**src/rtl/core/s256_pkg.sv**
```systemverilog
package s256_pkg;

	localparam int unsigned BlockBytes  = 64;
	localparam int unsigned BlockBits   = BlockBytes * 8;
	localparam int unsigned Rounds      = 64;
	localparam int unsigned DigestWords = 8;

	localparam logic        OP_ABSORB = 1'b0;
	localparam logic        OP_FINISH = 1'b1;

	localparam logic [7:0]  PAD_LEAD   = 8'h80;
	localparam logic [5:0]  LEN_POS    = 6'd56;
	localparam logic [5:0]  LAST_POS   = 6'd63;
	localparam logic [5:0]  LAST_ROUND = 6'd63;
	localparam logic [2:0]  LAST_WORD  = 3'd7;

	typedef enum logic [2:0] {
		ST_IDLE,
		ST_PAD,
		ST_ROUND,
		ST_ADD,
		ST_OUT
	} s256_state_t;

	typedef struct packed {
		logic [31:0] a;
		logic [31:0] b;
		logic [31:0] c;
		logic [31:0] d;
		logic [31:0] e;
		logic [31:0] f;
		logic [31:0] g;
		logic [31:0] h;
	} s256_work_t;

	typedef struct packed {
		logic [31:0] w0;
		logic [31:0] w1;
		logic [31:0] w9;
		logic [31:0] w14;
	} s256_taps_t;

	localparam logic [31:0] IV_TAB [DigestWords] = '{
		32'h6a09e667, 32'hbb67ae85, 32'h3c6ef372, 32'ha54ff53a,
		32'h510e527f, 32'h9b05688c, 32'h1f83d9ab, 32'h5be0cd19
	};

	localparam logic [31:0] K_TAB [Rounds] = '{
		32'h428a2f98, 32'h71374491, 32'hb5c0fbcf, 32'he9b5dba5,
		32'h3956c25b, 32'h59f111f1, 32'h923f82a4, 32'hab1c5ed5,
		32'hd807aa98, 32'h12835b01, 32'h243185be, 32'h550c7dc3,
		32'h72be5d74, 32'h80deb1fe, 32'h9bdc06a7, 32'hc19bf174,
		32'he49b69c1, 32'hefbe4786, 32'h0fc19dc6, 32'h240ca1cc,
		32'h2de92c6f, 32'h4a7484aa, 32'h5cb0a9dc, 32'h76f988da,
		32'h983e5152, 32'ha831c66d, 32'hb00327c8, 32'hbf597fc7,
		32'hc6e00bf3, 32'hd5a79147, 32'h06ca6351, 32'h14292967,
		32'h27b70a85, 32'h2e1b2138, 32'h4d2c6dfc, 32'h53380d13,
		32'h650a7354, 32'h766a0abb, 32'h81c2c92e, 32'h92722c85,
		32'ha2bfe8a1, 32'ha81a664b, 32'hc24b8b70, 32'hc76c51a3,
		32'hd192e819, 32'hd6990624, 32'hf40e3585, 32'h106aa070,
		32'h19a4c116, 32'h1e376c08, 32'h2748774c, 32'h34b0bcb5,
		32'h391c0cb3, 32'h4ed8aa4a, 32'h5b9cca4f, 32'h682e6ff3,
		32'h748f82ee, 32'h78a5636f, 32'h84c87814, 32'h8cc70208,
		32'h90befffa, 32'ha4506ceb, 32'hbef9a3f7, 32'hc67178f2
	};

endpackage

```
**src/rtl/core/s256_in_if.sv**
```systemverilog
interface s256_in_if;
	logic       valid;
	logic       ready;
	logic       operation;
	logic [7:0] data_byte;

	modport source (output valid, output operation, output data_byte, input ready);
	modport sink (input valid, input operation, input data_byte, output ready);
endinterface

```
**src/rtl/core/s256_out_if.sv**
```systemverilog
interface s256_out_if;
	logic        valid;
	logic        ready;
	logic [31:0] digest_word;
	logic [2:0]  word_index;
	logic        last_word;

	modport source (output valid, output digest_word, output word_index, output last_word,
		input ready);
	modport sink (input valid, input digest_word, input word_index, input last_word,
		output ready);
endinterface

```
**src/rtl/core/s256_round.sv**
```systemverilog
module s256_round import s256_pkg::*; (
	input  s256_work_t  cur,
	input  s256_taps_t  taps,
	input  logic [31:0] k,
	output s256_work_t  nxt,
	output logic [31:0] w_new
);

	function automatic logic [31:0] ror(logic [31:0] x, int unsigned n);
		return (x >> n) | (x << (32 - n));
	endfunction

	logic [31:0] s1, ch, t1, s0, maj, t2, g0, g1;

	always_comb begin
		s1  = ror(cur.e, 6) ^ ror(cur.e, 11) ^ ror(cur.e, 25);
		ch  = (cur.e & cur.f) ^ (~cur.e & cur.g);
		t1  = cur.h + s1 + ch + k + taps.w0;
		s0  = ror(cur.a, 2) ^ ror(cur.a, 13) ^ ror(cur.a, 22);
		maj = (cur.a & cur.b) ^ (cur.a & cur.c) ^ (cur.b & cur.c);
		t2  = s0 + maj;

		nxt.a = t1 + t2;
		nxt.b = cur.a;
		nxt.c = cur.b;
		nxt.d = cur.c;
		nxt.e = cur.d + t1;
		nxt.f = cur.e;
		nxt.g = cur.f;
		nxt.h = cur.g;

		g0    = ror(taps.w1, 7) ^ ror(taps.w1, 18) ^ (taps.w1 >> 3);
		g1    = ror(taps.w14, 17) ^ ror(taps.w14, 19) ^ (taps.w14 >> 10);
		w_new = taps.w0 + g0 + taps.w9 + g1;
	end

endmodule

```
**src/rtl/core/sha256_byte_stream_hasher.sv**
```systemverilog
// SHA-256 over a byte stream, one message byte per input word.
// msg (sink): operation 0 absorbs data_byte, operation 1 closes the message.
// digest (source): eight words, word_index 0..7, last_word on index 7;
// digest_word 0 holds the first four digest bytes, most significant first.
// The 64th byte of a block starts a compression: 64 rounds through one
// shared round unit (one round a cycle), then an add into the hash words;
// msg.ready stays low until that add is done.
// A finish feeds the padding and length bytes one a cycle from the current
// fill up to the end of the block, compresses, and when 56 or more bytes
// were pending repeats this for a second block.
// The digest words then wait on digest.ready one at a time; msg.ready stays
// low until the eighth word is taken, after which the hash state is back at
// its initial value and a new message may start.
// Reset (arst_n low) returns to the initial hash, an empty buffer and a zero
// length at once; no clearing pass is needed.
module sha256_byte_stream_hasher import s256_pkg::*; (
	input  logic        clk,
	input  logic        arst_n,
	s256_in_if.sink     msg,
	s256_out_if.source  digest
);

	s256_state_t          state_q, state_d;
	logic [5:0]           fill_q;
	logic [63:0]          bits_q;
	logic [BlockBits-1:0] win_q;
	s256_work_t           work_q, work_nxt;
	logic [31:0]          hash_q [DigestWords];
	logic [5:0]           round_q;
	logic                 first_q;
	logic                 len_ok_q;
	logic                 fin_q;
	logic [2:0]           idx_q;

	logic                 load_byte;
	logic                 absorb;
	logic                 len_byte;
	logic [7:0]           byte_d;
	logic                 do_round;
	logic                 do_add;
	logic                 out_done;
	logic [31:0]          w_new;
	s256_taps_t           taps;
	s256_work_t           hash_work;

	assign taps.w0  = win_q[BlockBits-1 -: 32];
	assign taps.w1  = win_q[BlockBits-1-32 -: 32];
	assign taps.w9  = win_q[BlockBits-1-9*32 -: 32];
	assign taps.w14 = win_q[BlockBits-1-14*32 -: 32];

	assign hash_work = '{a: hash_q[0], b: hash_q[1], c: hash_q[2], d: hash_q[3],
		e: hash_q[4], f: hash_q[5], g: hash_q[6], h: hash_q[7]};

	s256_round u_round (
		.cur   (work_q),
		.taps  (taps),
		.k     (K_TAB[round_q]),
		.nxt   (work_nxt),
		.w_new (w_new)
	);

	assign digest.digest_word = hash_q[idx_q];
	assign digest.word_index  = idx_q;
	assign digest.last_word   = (idx_q == LAST_WORD);

	always_comb begin
		state_d      = state_q;
		msg.ready    = 1'b0;
		digest.valid = 1'b0;
		load_byte    = 1'b0;
		absorb       = 1'b0;
		len_byte     = 1'b0;
		byte_d       = '0;
		do_round     = 1'b0;
		do_add       = 1'b0;
		out_done     = 1'b0;
		case (state_q)
			ST_IDLE: begin
				msg.ready = 1'b1;
				if (msg.valid) begin
					if (msg.operation == OP_FINISH) begin
						state_d = ST_PAD;
					end else begin
						load_byte = 1'b1;
						absorb    = 1'b1;
						byte_d    = msg.data_byte;
						if (fill_q == LAST_POS) begin
							state_d = ST_ROUND;
						end
					end
				end
			end
			ST_PAD: begin
				load_byte = 1'b1;
				if (first_q) begin
					byte_d = PAD_LEAD;
				end else if (len_ok_q && fill_q >= LEN_POS) begin
					len_byte = 1'b1;
					byte_d   = bits_q[63:56];
				end
				if (fill_q == LAST_POS) begin
					state_d = ST_ROUND;
				end
			end
			ST_ROUND: begin
				do_round = 1'b1;
				if (round_q == LAST_ROUND) begin
					state_d = ST_ADD;
				end
			end
			ST_ADD: begin
				do_add = 1'b1;
				if (!fin_q) begin
					state_d = ST_IDLE;
				end else if (len_ok_q) begin
					state_d = ST_OUT;
				end else begin
					state_d = ST_PAD;
				end
			end
			ST_OUT: begin
				digest.valid = 1'b1;
				if (digest.ready && idx_q == LAST_WORD) begin
					out_done = 1'b1;
					state_d  = ST_IDLE;
				end
			end
			default: begin
				state_d = ST_IDLE;
			end
		endcase
	end

	always_ff @(posedge clk or negedge arst_n) begin
		if (!arst_n) begin
			state_q <= ST_IDLE;
		end else begin
			state_q <= state_d;
		end
	end

	always_ff @(posedge clk or negedge arst_n) begin
		if (!arst_n) begin
			fill_q   <= '0;
			bits_q   <= '0;
			round_q  <= '0;
			first_q  <= 1'b0;
			len_ok_q <= 1'b0;
			fin_q    <= 1'b0;
			idx_q    <= '0;
			for (int i = 0; i < DigestWords; i++) begin
				hash_q[i] <= IV_TAB[i];
			end
		end else begin
			if (load_byte) begin
				fill_q <= fill_q + 6'd1;
			end
			if (absorb) begin
				bits_q <= bits_q + 64'd8;
			end else if (len_byte) begin
				bits_q <= {bits_q[55:0], 8'h00};
			end
			if (state_q == ST_IDLE && msg.valid && msg.operation == OP_FINISH) begin
				fin_q   <= 1'b1;
				first_q <= 1'b1;
			end
			if (state_q == ST_PAD && first_q) begin
				first_q  <= 1'b0;
				len_ok_q <= (fill_q < LEN_POS);
			end
			if (do_round) begin
				round_q <= round_q + 6'd1;
			end
			if (do_add) begin
				if (fin_q) begin
					len_ok_q <= 1'b1;
				end
				hash_q[0] <= hash_q[0] + work_q.a;
				hash_q[1] <= hash_q[1] + work_q.b;
				hash_q[2] <= hash_q[2] + work_q.c;
				hash_q[3] <= hash_q[3] + work_q.d;
				hash_q[4] <= hash_q[4] + work_q.e;
				hash_q[5] <= hash_q[5] + work_q.f;
				hash_q[6] <= hash_q[6] + work_q.g;
				hash_q[7] <= hash_q[7] + work_q.h;
			end
			if (digest.valid && digest.ready) begin
				idx_q <= idx_q + 3'd1;
			end
			if (out_done) begin
				fin_q    <= 1'b0;
				len_ok_q <= 1'b0;
				for (int i = 0; i < DigestWords; i++) begin
					hash_q[i] <= IV_TAB[i];
				end
			end
		end
	end

	always_ff @(posedge clk) begin
		if (load_byte) begin
			win_q <= {win_q[BlockBits-9:0], byte_d};
		end else if (do_round) begin
			win_q <= {win_q[BlockBits-33:0], w_new};
		end
		if (load_byte && fill_q == LAST_POS) begin
			work_q <= hash_work;
		end else if (do_round) begin
			work_q <= work_nxt;
		end
	end

	a_busy_no_out: assert property (@(posedge clk) disable iff (!arst_n)
		digest.valid |-> !msg.ready)
		else $error("digest offered while input is open");

	a_round_in_state: assert property (@(posedge clk) disable iff (!arst_n)
		(round_q != '0) |-> (state_q == ST_ROUND))
		else $error("round counter active outside compression");

	a_full_block: assert property (@(posedge clk) disable iff (!arst_n)
		(msg.valid && msg.ready && msg.operation == OP_ABSORB && fill_q == LAST_POS)
		|=> (state_q == ST_ROUND && fill_q == '0))
		else $error("full block did not start compression");

	a_iv_restore: assert property (@(posedge clk) disable iff (!arst_n)
		(digest.valid && digest.ready && digest.last_word)
		|=> (hash_q[0] == IV_TAB[0] && hash_q[7] == IV_TAB[7] && bits_q == '0
			&& fill_q == '0))
		else $error("state not restored after digest");

	a_len_drained: assert property (@(posedge clk) disable iff (!arst_n)
		(state_q == ST_ADD && fin_q && len_ok_q) |-> (bits_q == '0))
		else $error("length bytes not fully emitted");

endmodule

```
**src/flat_wrapper.sv**
```systemverilog
// flat-port wrapper written by rule: the top's interface ports become plain ports
module sha256_byte_stream_hasher_flat import s256_pkg::*;
  (clk, arst_n, msg_valid, msg_operation, msg_data_byte, msg_ready, digest_valid, digest_digest_word, digest_word_index, digest_last_word, digest_ready);
  s256_in_if msg_i ();
  s256_out_if digest_i ();
  input  logic clk;
  input  logic arst_n;
  input wire logic [$bits(msg_i.valid)-1:0] msg_valid;
  input wire logic [$bits(msg_i.operation)-1:0] msg_operation;
  input wire logic [$bits(msg_i.data_byte)-1:0] msg_data_byte;
  output wire logic [$bits(msg_i.ready)-1:0] msg_ready;
  output wire logic [$bits(digest_i.valid)-1:0] digest_valid;
  output wire logic [$bits(digest_i.digest_word)-1:0] digest_digest_word;
  output wire logic [$bits(digest_i.word_index)-1:0] digest_word_index;
  output wire logic [$bits(digest_i.last_word)-1:0] digest_last_word;
  input wire logic [$bits(digest_i.ready)-1:0] digest_ready;
  assign msg_i.valid = msg_valid;
  assign msg_i.operation = msg_operation;
  assign msg_i.data_byte = msg_data_byte;
  assign msg_ready = msg_i.ready;
  assign digest_valid = digest_i.valid;
  assign digest_digest_word = digest_i.digest_word;
  assign digest_word_index = digest_i.word_index;
  assign digest_last_word = digest_i.last_word;
  assign digest_i.ready = digest_ready;
  sha256_byte_stream_hasher u_core (.clk(clk), .arst_n(arst_n), .msg(msg_i), .digest(digest_i));
endmodule
```
**config.mk**
```make
export PLATFORM = sky130hd
export DESIGN_NAME = sha256_byte_stream_hasher_flat
export DESIGN_NICKNAME = d
export VERILOG_FILES = /design/src/rtl/core/s256_pkg.sv /design/src/rtl/core/s256_in_if.sv /design/src/rtl/core/s256_out_if.sv /design/src/rtl/core/s256_round.sv /design/src/rtl/core/sha256_byte_stream_hasher.sv /design/src/flat_wrapper.sv
export SDC_FILE = /design/constraint.sdc
export NUM_CORES = 2
export LEC_CHECK = 0
export ABC_CLOCK_PERIOD_IN_PS = 24800
export BUFFER_PORTS_ARGS = -buffer_cell sky130_fd_sc_hd__buf_4
export CAP_MARGIN = 5
export CORE_MARGIN = 4
export CORE_UTILIZATION = 49
export DETAILED_ROUTE_END_ITERATION = 12
export RECOVER_POWER = 50
export SLEW_MARGIN = 20
export SYNTH_ARGS = -nofsm -noshare
export SYNTH_HDL_FRONTEND = slang
export SYNTH_SLANG_ARGS = --single-unit
```
**constraint.sdc**
```tcl
create_clock -name clk -period 24.8 [get_ports clk]
set_clock_uncertainty 0.1 [all_clocks]
set_input_delay 3.72 -clock clk [delete_from_list [all_inputs] [get_ports clk]]
set_output_delay 3.72 -clock clk [all_outputs]
set_load 0.05 [all_outputs]
```
==> impl_summary.md <==
Synthesis
The most instantiated flip-flop cell in the synthesis netlist is sky130_fd_sc_hd__edfxtp_1. The number of nets in the synthesized netlist is 8,913. The cell count after synthesis came out at 8,308. The adder-cell share of the synthesized area is 0.118.

Of the post-synthesis cell area, the dominant cell type holds 0.305. The distinct cell type count of the synthesized netlist is 103. By area the synthesized netlist is led by sky130_fd_sc_hd__edfxtp_1 (30%), sky130_fd_sc_hd__nand2_1 (12%), sky130_fd_sc_hd__dfrtp_1 (6.7%). In the synthesized netlist the async set-or-reset flop fraction comes to 0.306. The basic-gate share of the synthesized area counting and, or, nand and nor cells is 0.182. Of the total synthesized cell area, the portion taken by XOR and XNOR cells is 0.0660. sky130_fd_sc_hd__nand2_1 is the most common cell in the netlist.

The fraction of the mapped netlist area in compound gates came to 0.144. The cell area after technology mapping is 75,700 um2. The biggest area contributor in the post-synthesis netlist is sky130_fd_sc_hd__edfxtp_1. Synthesis inferred 1,106 register bits. The mean instance size in the synthesized netlist is 9.12 um2. The largest family of logic cells by synthesized area is simple AND/OR/NAND/NOR gates. During synthesis, Yosys emitted a total of 0 warnings.

Of the synthesized area, sequential elements account for 0.418. After synthesis, the share of cell area in mux cells is 0.0317. The number of enable-type register cells in the synthesized netlist is 768.

The commonest cells after synthesis are sky130_fd_sc_hd__nand2_1 (2,385), sky130_fd_sc_hd__edfxtp_1 (768), sky130_fd_sc_hd__a21oi_1 (514).

Global routing
The number of global-route vias before repair is 58,900. The first global-routing pass estimated 373,000 um of wire. Entering global routing, the biggest net connects 198 pins. The fraction of met2 tracks used by global routing is 0.501. In the global route stage, met3 resource usage came out at 0.0399. For this run, the total global-route usage over all layers was measured as 0.302. The total overflow reported by the global router is 0. The global-route met1 utilization is 0.397.

The number of antenna violations at the first check in global routing is 9. The layer with the highest usage is met2.

Die
The initial standard-cell utilization of the core is 0.492. From left edge to right edge, the die measures 401 um. The floorplan step defined a die boundary enclosing 161,000 um2. The core region is 154,000 um2. The number of top-level pins is 51. The die is 401 um tall. The floorplan has 144 rows.

Cells and area
The repair_antennas step left the layout with diodes totalling 0. The share of layout cells above drive strength 1 is 0.0774. Relative to the synthesized area, the layout overhead comes to 8.35%. The storage element area is 31,700 um2. The multi-input combinational cell area is 41,000 um2. The final design area excluding fillers is 82,100 um2. The net count of the finished layout is 8,716. After the flow finishes, the layout carries non-filler instances totaling 10,300. The number of filler instances in the final layout is 14,100.

STA
The final number of max-transition violations is 1,571. The count of final hold-check violations came to 0. For the pin with the worst max-slew slack, the measured transition is 9820 ps.

The maximum clock rate is 72.3 MHz. The clock period could shrink to 13,830 ps. In the finished design, the share of the clock period the worst path needs comes to 0.557. The worst relative slew slack is -5.55. After routing, the total negative slack on setup checks comes to 0 ps. Setup repair after global routing left no endpoint under its margin.

The total of endpoints with negative setup slack in the final report is 0. Hold timing on the final database bottoms out at a slack of 374 ps.

Clock network
The clock drives 1,106 sinks. After clock tree synthesis, the clock-pin slew on the worst setup and hold paths is 60 ps. The H-tree was split into 4 levels.

TritonCTS built the clock tree. The count of instances resized after the clock tree is built is 0. The root buffer cell is sky130_fd_sc_hd__clkbuf_16.

The post-cts hold buffer count is 0. Once the clock tree was built, the setup fixing pass inserted 0 buffers. In this run, CTS created clock tree buffers numbering 137. The largest buffer count on any clock path is 3. The clock latency on the worst-skew pair is 780 ps.

Outcome
The run finished, with violations left. The final reports fail on capacitance limit, slew limit.

Route
The via count normalized by instance count is 5.90. The detailed-routing iteration count for the pre-antenna-repair pass is 6. The first routing iteration left 5,120 violations. The wire length reported by the detailed router is 248,000 um.

The count of unresolved DRC violations after routing is 0. The per-cell routed wire length is 24.1 um. The total vias in the final route is 60,500. The post-route antenna net violation count is 0.

Critical path
Counting stages on the worst path, the most repeated cell is sky130_fd_sc_hd__clkbuf_1. Walking the worst path, the cells encountered are clkbuf_1 > clkbuf_1. The largest stage delay on the critical path is 4990 ps.

The cell with the biggest individual delay on the critical path is sky130_fd_sc_hd__clkbuf_1. The arrival time at the worst endpoint is 12,840 ps. The worst-path maximum fanout is 115. The family with the most delay on the worst path is buffers and inverters. The startpoint type of the worst setup path is a primary input.

The buffering stage count on the worst path with inverters included is 2. The endpoint class of the critical path is an asynchronous set/reset pin. The worst setup path is of the in2async kind. The required arrival time at the worst endpoint is 23,820 ps.

Hold path
The path class of the tightest hold or removal check is reg2reg.

Placed design
The instance area at placement is 77,600 um2. During placement, the flow inserted port buffers numbering 50. The routability-driven placement congestion ratio is 0.966. After detailed placement, the design holds a cell count of 10,000.

Detailed placement ended at an HPWL of 181,000 um.

Job
The tool flagged a number of max-cap violations equal to 23.
==> registers in the layout, summed over array words and instances, names as in the netlist <==
| register | count |
|---|---|
| u_core.win_q | 512 |
| u_core.first_q | 1 |
| u_core.hash_q | 256 |
| u_core.len_ok_q | 1 |
| u_core.digest.word_index | 3 |
| u_core.round_q | 6 |
| u_core.state_q | 3 |
| u_core.fill_q | 6 |
| u_core.work_q | 256 |
| u_core.fin_q | 1 |
| u_core.bits_q | 61 |
==> final cells by class <==
cell class / count / share of cell area
sequential: 1106 / 0.386
clock buffer: 191 / 0.0469
clock inverter: 62 / 0.00921
inverter: 359 / 0.0164
tap: 2044 / 0.0312
multi-input combinational: 6388 / 0.500
timing repair buffer: 119 / 0.0103
==> layout by cell type, fill, tap and decap left out, drive strengths merged, types with 16 or more instances in the layout <==
| cell | instances |
|---|---|
| xor2 | 204 |
| a22oi | 16 |
| a211oi | 72 |
| mux2 | 58 |
| a21oi | 517 |
| nor2 | 409 |
| inv | 368 |
| mux4 | 71 |
| and3 | 49 |
| nand2 | 2386 |
| o21bai | 42 |
| xnor2 | 367 |
| edfxtp | 768 |
| nor4 | 16 |
| dfstp | 136 |
| nor3 | 91 |
| nor3b | 19 |
| fa | 195 |
| clkbuf | 214 |
| ha | 397 |
| a21boi | 17 |
| o21a | 64 |
| dfrtp | 202 |
| o22ai | 21 |
| o211ai | 30 |
| nor2b | 46 |
| o31ai | 36 |
| o311ai | 18 |
| a31oi | 50 |
| clkinv | 40 |
| a21o | 195 |
| nand3 | 122 |
| nand2b | 74 |
| a311oi | 20 |
| buf | 96 |
| o21ai | 481 |
| nand4 | 38 |
| or3 | 35 |
==> path summary, 6_finish.rpt <==
check	startpoint	to	slack [ps]	depth (start not counted)
hold / removal	u_core.fill_q[5]	u_core.fill_q[5]	370	1
min in group asynchronous	arst_n	u_core.hash_q[63]	4780	1
hold reg to reg	u_core.fill_q[5]	u_core.fill_q[5]	370	1
max in group clk	msg_valid	u_core.win_q[393]	11970	5
setup / recovery	arst_n	u_core.hash_q[171]	10980	2
setup reg to reg	u_core.round_q[2]	u_core.work_q[253]	12710	38
==> cell families (layout without fill, tap and decap cells) <==
| kind of cell | count (synthesis) | in the layout |
|---|---|---|
| compound gates | 1739 | 1739 |
| xor+xnor | 571 | 571 |
| fa+ha+maj | 595 | 595 |
| buf+inv | 814 | 731 |
| flops | 1106 | 1106 |
| mux | 144 | 144 |
| simple gates | 3339 | 3339 |
==> stage by stage <==
step / setup slack (ps) / util
6_report: 10980 / 0.533
3_5_place_dp: 14210 / 0.505
2_1_floorplan: 7930 / -
5_1_grt: 9600 / 0.533
3_3_place_gp: 14280 / 0.505
4_1_cts: 14150 / 0.535
==> per-layer routing <==
metal  routed length (um)  part of all wire
met4                12700             0.051
met2               118000              0.48
met5                    0                 0
met3                13600             0.055
met1               103000              0.42
Power is left out: the tool's default activity adds up to more than one toggle a clock period on the data nets, which glitch-free logic cannot reach.
